===== config.mk =====
export PLATFORM = sky130hd
export DESIGN_NAME = gf16mv_seq_flat
export DESIGN_NICKNAME = d
export VERILOG_FILES = /design/src/hdl/gf16mv_pkg.sv /design/src/hdl/gf16mv_if.sv /design/src/hdl/gf16mv_seq.sv /design/src/flat_wrapper.sv
export VERILOG_INCLUDE_DIRS = /design/src /design/src/hdl
export SDC_FILE = /design/constraint.sdc
export NUM_CORES = 1
export LEC_CHECK = 0
export BUFFER_PORTS_ARGS = -buffer_cell sky130_fd_sc_hd__clkbuf_2
export CORE_MARGIN = 1.5
export CORE_UTILIZATION = 60
export CTS_CLUSTER_DIAMETER = 30
export DETAILED_ROUTE_END_ITERATION = 8
export GPL_TIMING_DRIVEN = 0
export HOLD_SLACK_MARGIN = 0.12
export PLACE_DENSITY_LB_ADDON = 0.2
export SLEW_MARGIN = 10
export SYNTH_ARGS = -nofsm -noshare
export SYNTH_HDL_FRONTEND = slang
export SYNTH_SLANG_ARGS = --single-unit

===== constraint.sdc =====
create_clock -name clock -period 4.4 [get_ports clock]
set_clock_uncertainty 0.15 [all_clocks]
set_input_delay 0 -clock clock [delete_from_list [all_inputs] [get_ports clock]]
set_output_delay 0 -clock clock [all_outputs]
set_load 0.005 [all_outputs]

===== src/hdl/gf16_matrix_vector_product_core_macros.svh =====
// Assertion macros shared by the GF(16) matrix-vector product RTL.
// Simulation builds get concurrent assertions; synthesis builds get nothing.
`ifndef GF16_MATRIX_VECTOR_PRODUCT_CORE_MACROS_SVH
`define GF16_MATRIX_VECTOR_PRODUCT_CORE_MACROS_SVH

`ifndef SYNTHESIS
// same-cycle implication
`define GF16MV_ASSERT_NOW(label, clk, rst, ante, cons) \
   label: assert property (@(posedge clk) disable iff (rst) (ante) |-> (cons)) \
      else $error("gf16mv assertion failed");
// next-cycle implication
`define GF16MV_ASSERT_NEXT(label, clk, rst, ante, cons) \
   label: assert property (@(posedge clk) disable iff (rst) (ante) |=> (cons)) \
      else $error("gf16mv assertion failed");
`else
`define GF16MV_ASSERT_NOW(label, clk, rst, ante, cons)
`define GF16MV_ASSERT_NEXT(label, clk, rst, ante, cons)
`endif

`endif


===== src/hdl/gf16mv_pkg.sv =====
// Package for the GF(16) matrix-vector product core: constants, register
// indexes, control struct and the nibble-wise GF(16) scaling functions.
`default_nettype none

package gf16mv_pkg;

   localparam int MAX_VECTOR_WORDS_DEFAULT = 512;
   localparam int MAX_COLUMNS_DEFAULT      = 128;

   localparam int WORD_WIDTH      = 32;
   localparam int COEFF_WIDTH     = 4;
   localparam int CSR_INDEX_WIDTH = 4;
   localparam int CSR_DATA_WIDTH  = 10;
   localparam int COLUMN_REG_WIDTH = 8;

   localparam logic [CSR_DATA_WIDTH-1:0]   RST_VECTOR_WORDS = 10'd512;
   localparam logic [COLUMN_REG_WIDTH-1:0] RST_COLUMN_COUNT = 8'd96;

   localparam logic [WORD_WIDTH-1:0]  NIB_TOP  = 32'h8888_8888;
   localparam logic [COEFF_WIDTH-1:0] NIB_MASK = 4'hf;

   // result queue between the accumulator stage and the result channel
   localparam int RSP_FIFO_DEPTH = 4;

   typedef enum logic [CSR_INDEX_WIDTH-1:0] {
      CSR_VECTOR_WORDS = 4'd0,
      CSR_COLUMN_COUNT = 4'd1
   } csr_reg_type;

   typedef struct packed {
      logic first_col;
      logic last_col;
      logic last_word;
   } seq_pos_type;

   // Multiply every nibble by x, reduction x^4 = x + 1.
   function automatic logic [WORD_WIDTH-1:0] nib_times_x(input logic [WORD_WIDTH-1:0] w);
      logic [WORD_WIDTH-1:0] top;
      logic [WORD_WIDTH-1:0] fold;
      top  = w & NIB_TOP;
      fold = top >> 3;
      return ((w ^ top) << 1) ^ fold ^ (fold << 1);
   endfunction

   // Multiply every nibble by the GF(16) element k.
   function automatic logic [WORD_WIDTH-1:0] nib_scale(input logic [WORD_WIDTH-1:0] w,
                                                       input logic [COEFF_WIDTH-1:0] k);
      logic [WORD_WIDTH-1:0] r;
      logic [WORD_WIDTH-1:0] p;
      r = '0;
      p = w;
      for (int b = 0; b < COEFF_WIDTH; b++) begin
         if (k[b]) begin
            r = r ^ p;
         end
         p = nib_times_x(p);
      end
      return r;
   endfunction

endpackage

`default_nettype wire


===== src/hdl/gf16mv_if.sv =====
// Valid/ready channel interfaces of the GF(16) matrix-vector product core.
// Depends on gf16mv_pkg for payload widths.
`default_nettype none


interface gf16mv_csr_if;
   logic                                   valid;
   logic                                   ready;
   logic [gf16mv_pkg::CSR_INDEX_WIDTH-1:0] index;
   logic [gf16mv_pkg::CSR_DATA_WIDTH-1:0]  data;
   modport source (output valid, output index, output data, input ready);
   modport sink   (input valid, input index, input data, output ready);
endinterface

`default_nettype wire


===== src/hdl/gf16mv_seq.sv =====
// Register file and word/column sequencer of the GF(16) matrix-vector core.
// Depends on gf16mv_pkg, gf16mv_if and the assertion macro header.
`default_nettype none
`include "gf16_matrix_vector_product_core_macros.svh"

module gf16mv_seq #(
   parameter int MAX_VECTOR_WORDS = gf16mv_pkg::MAX_VECTOR_WORDS_DEFAULT,
   parameter int MAX_COLUMNS      = gf16mv_pkg::MAX_COLUMNS_DEFAULT,
   localparam int AW = (MAX_VECTOR_WORDS > 1) ? $clog2(MAX_VECTOR_WORDS) : 1,
   localparam int CW = (MAX_COLUMNS > 1) ? $clog2(MAX_COLUMNS) : 1
) (
   input  wire logic                  clock,
   input  wire logic                  reset,
   gf16mv_csr_if.sink                 csr_ch,
   input  wire logic                  advance,
   output logic [AW-1:0]              word_idx,
   output gf16mv_pkg::seq_pos_type    pos
);

   // clamp to 1..max and return the last index
   function automatic logic [AW-1:0] last_word_of(input logic [gf16mv_pkg::CSR_DATA_WIDTH-1:0] v);
      int n;
      n = int'(v);
      if (n == 0) n = 1;
      if (n > MAX_VECTOR_WORDS) n = MAX_VECTOR_WORDS;
      return AW'(n - 1);
   endfunction

   function automatic logic [CW-1:0] last_col_of(input logic [gf16mv_pkg::COLUMN_REG_WIDTH-1:0] v);
      int n;
      n = int'(v);
      if (n == 0) n = 1;
      if (n > MAX_COLUMNS) n = MAX_COLUMNS;
      return CW'(n - 1);
   endfunction

   logic [AW-1:0] last_word_idx_ff, last_word_idx_in;
   logic [CW-1:0] last_col_idx_ff, last_col_idx_in;
   logic [AW-1:0] word_idx_ff, word_idx_in;
   logic [CW-1:0] col_idx_ff, col_idx_in;
   logic          csr_write;
   logic          at_last_word;
   logic          at_last_col;

   assign csr_ch.ready = 1'b1;
   assign csr_write    = csr_ch.valid && csr_ch.ready;
   assign at_last_word = (word_idx_ff == last_word_idx_ff);
   assign at_last_col  = (col_idx_ff == last_col_idx_ff);

   always_comb begin
      last_word_idx_in = last_word_idx_ff;
      last_col_idx_in  = last_col_idx_ff;
      word_idx_in      = word_idx_ff;
      col_idx_in       = col_idx_ff;
      if (csr_write) begin
         unique case (gf16mv_pkg::csr_reg_type'(csr_ch.index))
            gf16mv_pkg::CSR_VECTOR_WORDS: begin
               last_word_idx_in = last_word_of(csr_ch.data);
               word_idx_in      = '0;
               col_idx_in       = '0;
            end
            gf16mv_pkg::CSR_COLUMN_COUNT: begin
               last_col_idx_in = last_col_of(csr_ch.data[gf16mv_pkg::COLUMN_REG_WIDTH-1:0]);
               word_idx_in     = '0;
               col_idx_in      = '0;
            end
            default: begin
               // unknown index: drop the write
            end
         endcase
      end else if (advance) begin
         if (at_last_word) begin
            word_idx_in = '0;
            col_idx_in  = at_last_col ? '0 : col_idx_ff + 1'b1;
         end else begin
            word_idx_in = word_idx_ff + 1'b1;
         end
      end
   end

   always_ff @(posedge clock) begin
      if (reset) begin
         last_word_idx_ff <= last_word_of(gf16mv_pkg::RST_VECTOR_WORDS);
         last_col_idx_ff  <= last_col_of(gf16mv_pkg::RST_COLUMN_COUNT);
         word_idx_ff      <= '0;
         col_idx_ff       <= '0;
      end else begin
         last_word_idx_ff <= last_word_idx_in;
         last_col_idx_ff  <= last_col_idx_in;
         word_idx_ff      <= word_idx_in;
         col_idx_ff       <= col_idx_in;
      end
   end

   assign word_idx      = word_idx_ff;
   assign pos.first_col = (col_idx_ff == '0);
   assign pos.last_col  = at_last_col;
   assign pos.last_word = at_last_word;

   `GF16MV_ASSERT_NEXT(a_seq_word_bound, clock, reset, 1'b1, word_idx_ff <= last_word_idx_ff)
   `GF16MV_ASSERT_NEXT(a_seq_col_bound, clock, reset, 1'b1, col_idx_ff <= last_col_idx_ff)
   `GF16MV_ASSERT_NEXT(a_seq_idle, clock, reset, !csr_write && !advance, $stable(word_idx_ff))

endmodule

`default_nettype wire


===== src/flat_wrapper.sv =====
// flat-port wrapper written by rule: the top's interface ports become plain ports
module gf16mv_seq_flat 
#(
   parameter int MAX_VECTOR_WORDS = gf16mv_pkg::MAX_VECTOR_WORDS_DEFAULT,
   parameter int MAX_COLUMNS      = gf16mv_pkg::MAX_COLUMNS_DEFAULT,
   localparam int AW = (MAX_VECTOR_WORDS > 1) ? $clog2(MAX_VECTOR_WORDS) : 1,
   localparam int CW = (MAX_COLUMNS > 1) ? $clog2(MAX_COLUMNS) : 1
)
  (clock, reset, advance, word_idx, pos, csr_ch_valid, csr_ch_index, csr_ch_data, csr_ch_ready);
  gf16mv_csr_if csr_ch_i ();
  input  wire logic clock;
  input  wire logic reset;
  input  wire logic advance;
  output logic [AW-1:0] word_idx;
  output gf16mv_pkg::seq_pos_type pos;
  input wire logic [$bits(csr_ch_i.valid)-1:0] csr_ch_valid;
  input wire logic [$bits(csr_ch_i.index)-1:0] csr_ch_index;
  input wire logic [$bits(csr_ch_i.data)-1:0] csr_ch_data;
  output wire logic [$bits(csr_ch_i.ready)-1:0] csr_ch_ready;
  assign csr_ch_i.valid = csr_ch_valid;
  assign csr_ch_i.index = csr_ch_index;
  assign csr_ch_i.data = csr_ch_data;
  assign csr_ch_ready = csr_ch_i.ready;
  gf16mv_seq #(.MAX_VECTOR_WORDS(MAX_VECTOR_WORDS), .MAX_COLUMNS(MAX_COLUMNS)) u_core (.clock(clock), .reset(reset), .csr_ch(csr_ch_i), .advance(advance), .word_idx(word_idx), .pos(pos));
endmodule

==> results of run 1 <==
power groups by stage:
stage	registers (mW)	clock network [mW]	logic, mW
finish	0.300	0.178	0.0881
global route	0.301	0.194	0.0954
CTS	0.300	0.180	0.0842
detailed placement	0.307	0	0.0677
global placement	0.306	0	0.0663
floorplan	0.305	0	0.0437
kinds of logic (layout without fill, tap and decap cells):
group	Yosys count	after routing	share of synthesized area [%]
simple gates	105	105	28.3
compound gates	47	47	15.7
flops	32	32	33.2
xor+xnor	30	30	13.6
buf+inv	18	84	5.13
fa+ha+maj	5	5	3.25
other cells	1	1	0.195
mux	1	1	0.520
cell type report:
cell class                      count  area, um2  area share (%)
Buffer                             13       80.1            3.22
Multi-Input combinational cell    189       1190            47.8
Timing Repair Buffer               58        445            17.9
Clock buffer                        8       58.8            2.37
Inverter                            5       18.8           0.755
Sequential cell                    32        641            25.8
Tap cell                           44       55.1            2.21
through the flow:
stage	utilization, %	power, mW	cell area, um2
floorplan	-	0.349	1930
global placement	69.3	0.373	2120
detailed placement	69.3	0.374	2120
CTS	81.4	0.564	2490
global route	81.4	0.591	2490
finish	81.4	0.567	2490
worst paths after layout:
kind	start	to
hold / removal	csr_ch_data[1]	u_core.last_word_idx_ff[1]
hold reg to reg	u_core.last_word_idx_ff[1]	u_core.last_word_idx_ff[1]
setup reg to reg	u_core.word_idx[0]	u_core.col_idx_ff[2]
setup / recovery	csr_ch_data[3]	u_core.last_word_idx_ff[4]
registers in the layout (all words and copies together), names as in the netlist:
signal	flops
u_core.word_idx	9
u_core.col_idx_ff	7
u_core.last_col_idx_ff	7
u_core.last_word_idx_ff	9
timing repair:
| action | in CTS | in global routing |
|---|---|---|
| endpoints found under the setup margin | 0 | 0 |
| hold endpoints to repair | 27 | 0 |
| hold buffers | 31 | 0 |
| buffers inserted | 0 | 0 |
worst max-delay path: stages:
cell and delay, ps:
dlygate4sd3_1 550, buf_6 140, or4_4 550, or4_4 430
nor2_1 90, o21ai_0 130, ha_1 310, nand2_1 90
nand2_1 50, dlygate4sd3_1 550, o21ai_0 180, dlygate4sd3_1 590
nand2_1 80, nand2_1 90, dlygate4sd3_1 540
cells in the mapped netlist:
| cell type | n |
|---|---|
| a2111oi_0 | 1 |
| a211o_1 | 10 |
| a21boi_0 | 2 |
| a21o_1 | 1 |
| a21oi_1 | 16 |
| a311oi_1 | 1 |
| a31oi_1 | 1 |
| and2_1 | 1 |
| and3_1 | 1 |
| and4b_1 | 2 |
| buf_2 | 1 |
| buf_4 | 4 |
| buf_6 | 2 |
| clkbuf_1 | 6 |
| conb_1 | 1 |
| dfxtp_1 | 32 |
| ha_1 | 5 |
| inv_1 | 5 |
| mux2i_1 | 1 |
| nand2_1 | 22 |
| nand2b_1 | 4 |
| nand3_1 | 6 |
| nand3_2 | 1 |
| nand3b_1 | 4 |
| nand4_1 | 7 |
| nor2_1 | 29 |
| nor2b_1 | 3 |
| nor3_1 | 12 |
| nor4_1 | 6 |
| nor4b_1 | 2 |
| o21ai_0 | 9 |
| o21bai_1 | 4 |
| o22ai_1 | 1 |
| o31ai_1 | 1 |
| or3_1 | 1 |
| or4_4 | 2 |
| or4b_1 | 1 |
| or4b_2 | 1 |
| xnor2_1 | 14 |
| xor2_1 | 16 |
layer usage:
metal,up-vias,track usage (%),wire length [um]
li1,972,-,-
met2,100,52.0,2510
met4,0,12.1,137
met1,951,38.6,2200
met5,-,0,0
met3,24,7.14,319
==> out/metrics.yaml, run 1 <==
fill_cells: 219
r2r.worst_path.cells: 7
grt_pass1_wl_mm: 8.32
syn2layout_area_growth_pct: 29.0
clock_sinks: 32
htree_levels: 2
syn_inst: 239
cts_root_buffer: "clkbuf_4"
hpwl_mm: 3.24
cts_resized: 0
synth_top_area_share_pct: 33.2
io_pins: 31
cp.arrival_ps: 4390
grt_usage_pct: 31.1
holdWs_ps: 180
vias: 2047
slew_headroom_pct: 46.5
antenna_cells: 0
dieHeight_um: 59.7
ant_nets: 0
antenna_found_initial: 0
drv_cap: 0
cp-end-kind: "flop"
seqPwrFrac_pct: 53.0
vias_per_cell: 5.87
cp_max_fo: 8
gp_congestion: 0.952
avgRoutedWirePerCell_um: 14.8
finalNonFillerCells: 349
cp-start-kind: "input pin"
hold_violations: 0
path_clk_slew_ps: 100
p_leak_nw: 0.943
worst_pin_slew_ps: 791
final_net_count: 327
crit_type: "in -> reg"
final.setup.tns_ps: 0
drive_above_1_share_pct: 14.4
num_rows: 20
power_frac_comb_pct: 15.5
power.switching_mw: 0.151
netlist_area_mm2: 0.00193
die_w_um: 59.7
syn-mean-instance-area_um2: 8.06
final_common_cell: "dfxtp_1"
timing.fmax_mhz: 235
setup_viol: 0
power_density_mw_per_mm2: 228
die_area_mm2: 0.00356
fin_ws_ps: 148
synth_top_area_cell: "dfxtp_1"
first_global_vias: 1897
wirelength_mm: 5.17
start_util_pct: 63.1
p_int_mw: 0.416
drt_iter0_markers: 217
grt_max_degree: 11
drcViolationCount: 0
synth_area_leaders: "dfxtp_1 33%, xor2_1 7.3%, xnor2_1 6.4%"
worst_ir_drop_vdd_mv: 0.160
cts_tree: "yes"
port_buffers: 27
yosys_warnings: 0
grt-ovfl-total: 0
status: "finished, final reports clean"
clock_power_share_pct: 31.5
clk_latency_ps: 340
clock_path_buffers: 2
ff2ff_setup_slack_ps: 1840
hold-path-cell-count: 5
finalCriticalPeriod_ps: 4250
p_sw_share_pct: 26.7
core_area_mm2: 0.00305
crit_required_ps: 4540
synth_nets: 262
ys_ff_latch: 32
post-place-cells: 310
synthDistinctLibCells: 40
rsz0062_at_grt: "no"
fin_crit_sh_pct: 96.6
first_pass_iters: 5
mostFrequentLayoutCells: "32 x dfxtp_1, 31 x dlygate4sd3_1, 29 x nor2_1, 27 x clkbuf_2, 22 x nand2_1"
cts_buffers: 5
min_path_type: "in -> reg"
slew_violations: 0
pre_cts_ws_ps: 2030
seq_area_frac_synth_pct: 33.2
(Power assumes the default switching activity.)
==> inputs of run 2 (changes only) <==
Settings changed: RECOVER_POWER from default to 100.
==> run 2 against run 1 <==
Effect of this change: sequential cell count unchanged; fmax up 0.96%; clock power about the same; combinational power down 2%; final area down 1.0%; register-to-register slack about the same; die area unchanged; sequential power about the same; count of clock-buffer cells in the layout unchanged; power down 0.15%; largest cell class unchanged.
==> out/metrics.yaml, run 2 (synthesized netlist as in run 1, its figures left out) <==
wl_met3_um: 319
p_int_mw: 0.415
clock_path_buffers: 2
ctsHoldBuffers: 31
final.setup.tns_ps: 0
setup_viol: 0
port_buffers: 27
worst_ir_drop_vdd_mv: 0.159
seqPwrFrac_pct: 53.0
wirelength_mm: 5.12
ff2ff_setup_slack_ps: 1850
hold_violations: 0
grt_max_degree: 11
drive_above_1_share_pct: 11.1
vias_per_cell: 5.80
finalCriticalPeriod_ps: 4210
path_clk_slew_ps: 100
cp-end-kind: "flop"
wl_met2_mm: 2.48
final_common_cell: "dfxtp_1"
dieHeight_um: 59.7
drt_iter0_markers: 203
vias: 2023
crit_path_end: "u_core.last_word_idx_ff[4]"
cts_tree: "yes"
gp_congestion: 0.952
wl_met1_mm: 2.17
fin_crit_sh_pct: 95.7
clock_power_share_pct: 31.7
r2r-end: "u_core.col_idx_ff[2]"
cts_resized: 0
final_util_pct: 80.6
power_frac_comb_pct: 15.3
post-cts-setup-buffers: 0
first_global_vias: 1897
antenna_found_initial: 0
avgRoutedWirePerCell_um: 14.7
drv_cap: 0
num_rows: 20
p_sw_share_pct: 26.7
start_util_pct: 63.1
crit_type: "in -> reg"
highest_layer: "met4"
hpwl_mm: 3.24
slew_headroom_pct: 46.6
cp_max_fo: 8
p_leak_nw: 0.912
grt-ovfl-total: 0
min_path_type: "in -> reg"
crit_start: "csr_ch_data[3]"
grt_usage_pct: 31.1
cp.arrival_ps: 4360
cts_root_buffer: "clkbuf_4"
cp-start-kind: "input pin"
die_area_mm2: 0.00356
clk_latency_ps: 340
slew_violations: 0
final_net_count: 327
cts_buffers: 5
core_area_mm2: 0.00305
clock_sinks: 32
status: "finished, final reports clean"
worst_pin_slew_ps: 790
grt_pass1_wl_mm: 8.32
htree_levels: 2
syn2layout_area_growth_pct: 27.7
power.switching_mw: 0.151
ant_nets: 0
crit_required_ps: 4550
power_density_mw_per_mm2: 230
drcViolationCount: 0
first_pass_iters: 6
timing.rr.start: "u_core.word_idx[0]"
rsz0062_at_grt: "no"
mostFrequentLayoutCells: "32 x dfxtp_1, 31 x dlygate4sd3_1, 29 x nor2_1, 22 x nand2_1, 20 x clkbuf_2"
die_w_um: 59.7
antenna_cells: 0
r2r.worst_path.cells: 7
io_pins: 31
timing.fmax_mhz: 237
==> run 2: cell types whose count changed in the layout (fill, tap and decap cells not counted), sizes merged <==
cell | previous run | this run
clkbuf | 41 | 43
buf | 7 | 5
==> run 2: routing by layer <==
layer	track usage (%)	vias up
met5	0	-
met4	12.1	0
met3	7.14	21
met2	52.0	97
met1	38.6	933
li1	-	972
==> run 2: metrics by stage <==
| stage | area [um2] | std cells | setup WS, ps | total power [mW] | hold slack (ps) |
|---|---|---|---|---|---|
| after floorplan | 1930 | 239 | 2190 | 0.349 | 19.0 |
| after global placement | 2120 | 310 | 2050 | 0.373 | 181 |
| after detailed placement | 2120 | 310 | 2030 | 0.374 | 199 |
| after CTS | 2490 | 349 | 318 | 0.564 | 164 |
| after global routing | 2460 | 349 | 32.1 | 0.590 | 236 |
| final | 2460 | 349 | 188 | 0.566 | 177 |
==> run 2: critical path: stages <==
cell and delay (ps):
dlygate4sd3_1 550, buf_6 140, or4_4 540, or4_1 430
nor2_1 90, o21ai_0 120, ha_1 310, nand2_1 90
nand2_1 50, dlygate4sd3_1 540, o21ai_0 180, dlygate4sd3_1 590
nand2_1 70, nand2_1 90, dlygate4sd3_1 540
==> run 2: area by class of cell <==
| class | count | area, um2 |
|---|---|---|
| plain buffers | 13 | 72.6 |
| clock buffers | 8 | 58.8 |
| fillers | 229 | 592 |
| inverters | 5 | 18.8 |
| multi-input cells | 189 | 1180 |
| flip-flops and latches | 32 | 641 |
| well taps | 44 | 55.1 |
| repair buffers | 58 | 437 |
==> run 2: power by group through the flow <==
stage	Combinational [mW]	Clock, mW	Sequential (mW)
2_1_floorplan	0.0437	0	0.305
3_3_place_gp	0.0663	0	0.306
3_5_place_dp	0.0677	0	0.307
4_1_cts	0.0842	0.180	0.300
5_1_grt	0.0944	0.194	0.301
6_report	0.0864	0.179	0.300
==> run 2: how the worst min path moves through the flow <==
stage | start | cells past startpoint | slack (ps) | end
finish | csr_ch_data[1] | 5 | 180 | u_core.last_word_idx_ff[1]
global route | csr_ch_data[1] | 5 | 240 | u_core.last_word_idx_ff[1]
CTS | csr_ch_data[1] | 5 | 160 | u_core.last_word_idx_ff[1]
detailed placement | csr_ch_index[0] | 3 | 200 | u_core.last_col_idx_ff[3]
global placement | csr_ch_index[0] | 3 | 180 | u_core.last_col_idx_ff[3]
floorplan | csr_ch_index[0] | 2 | 20 | u_core.last_col_idx_ff[3]
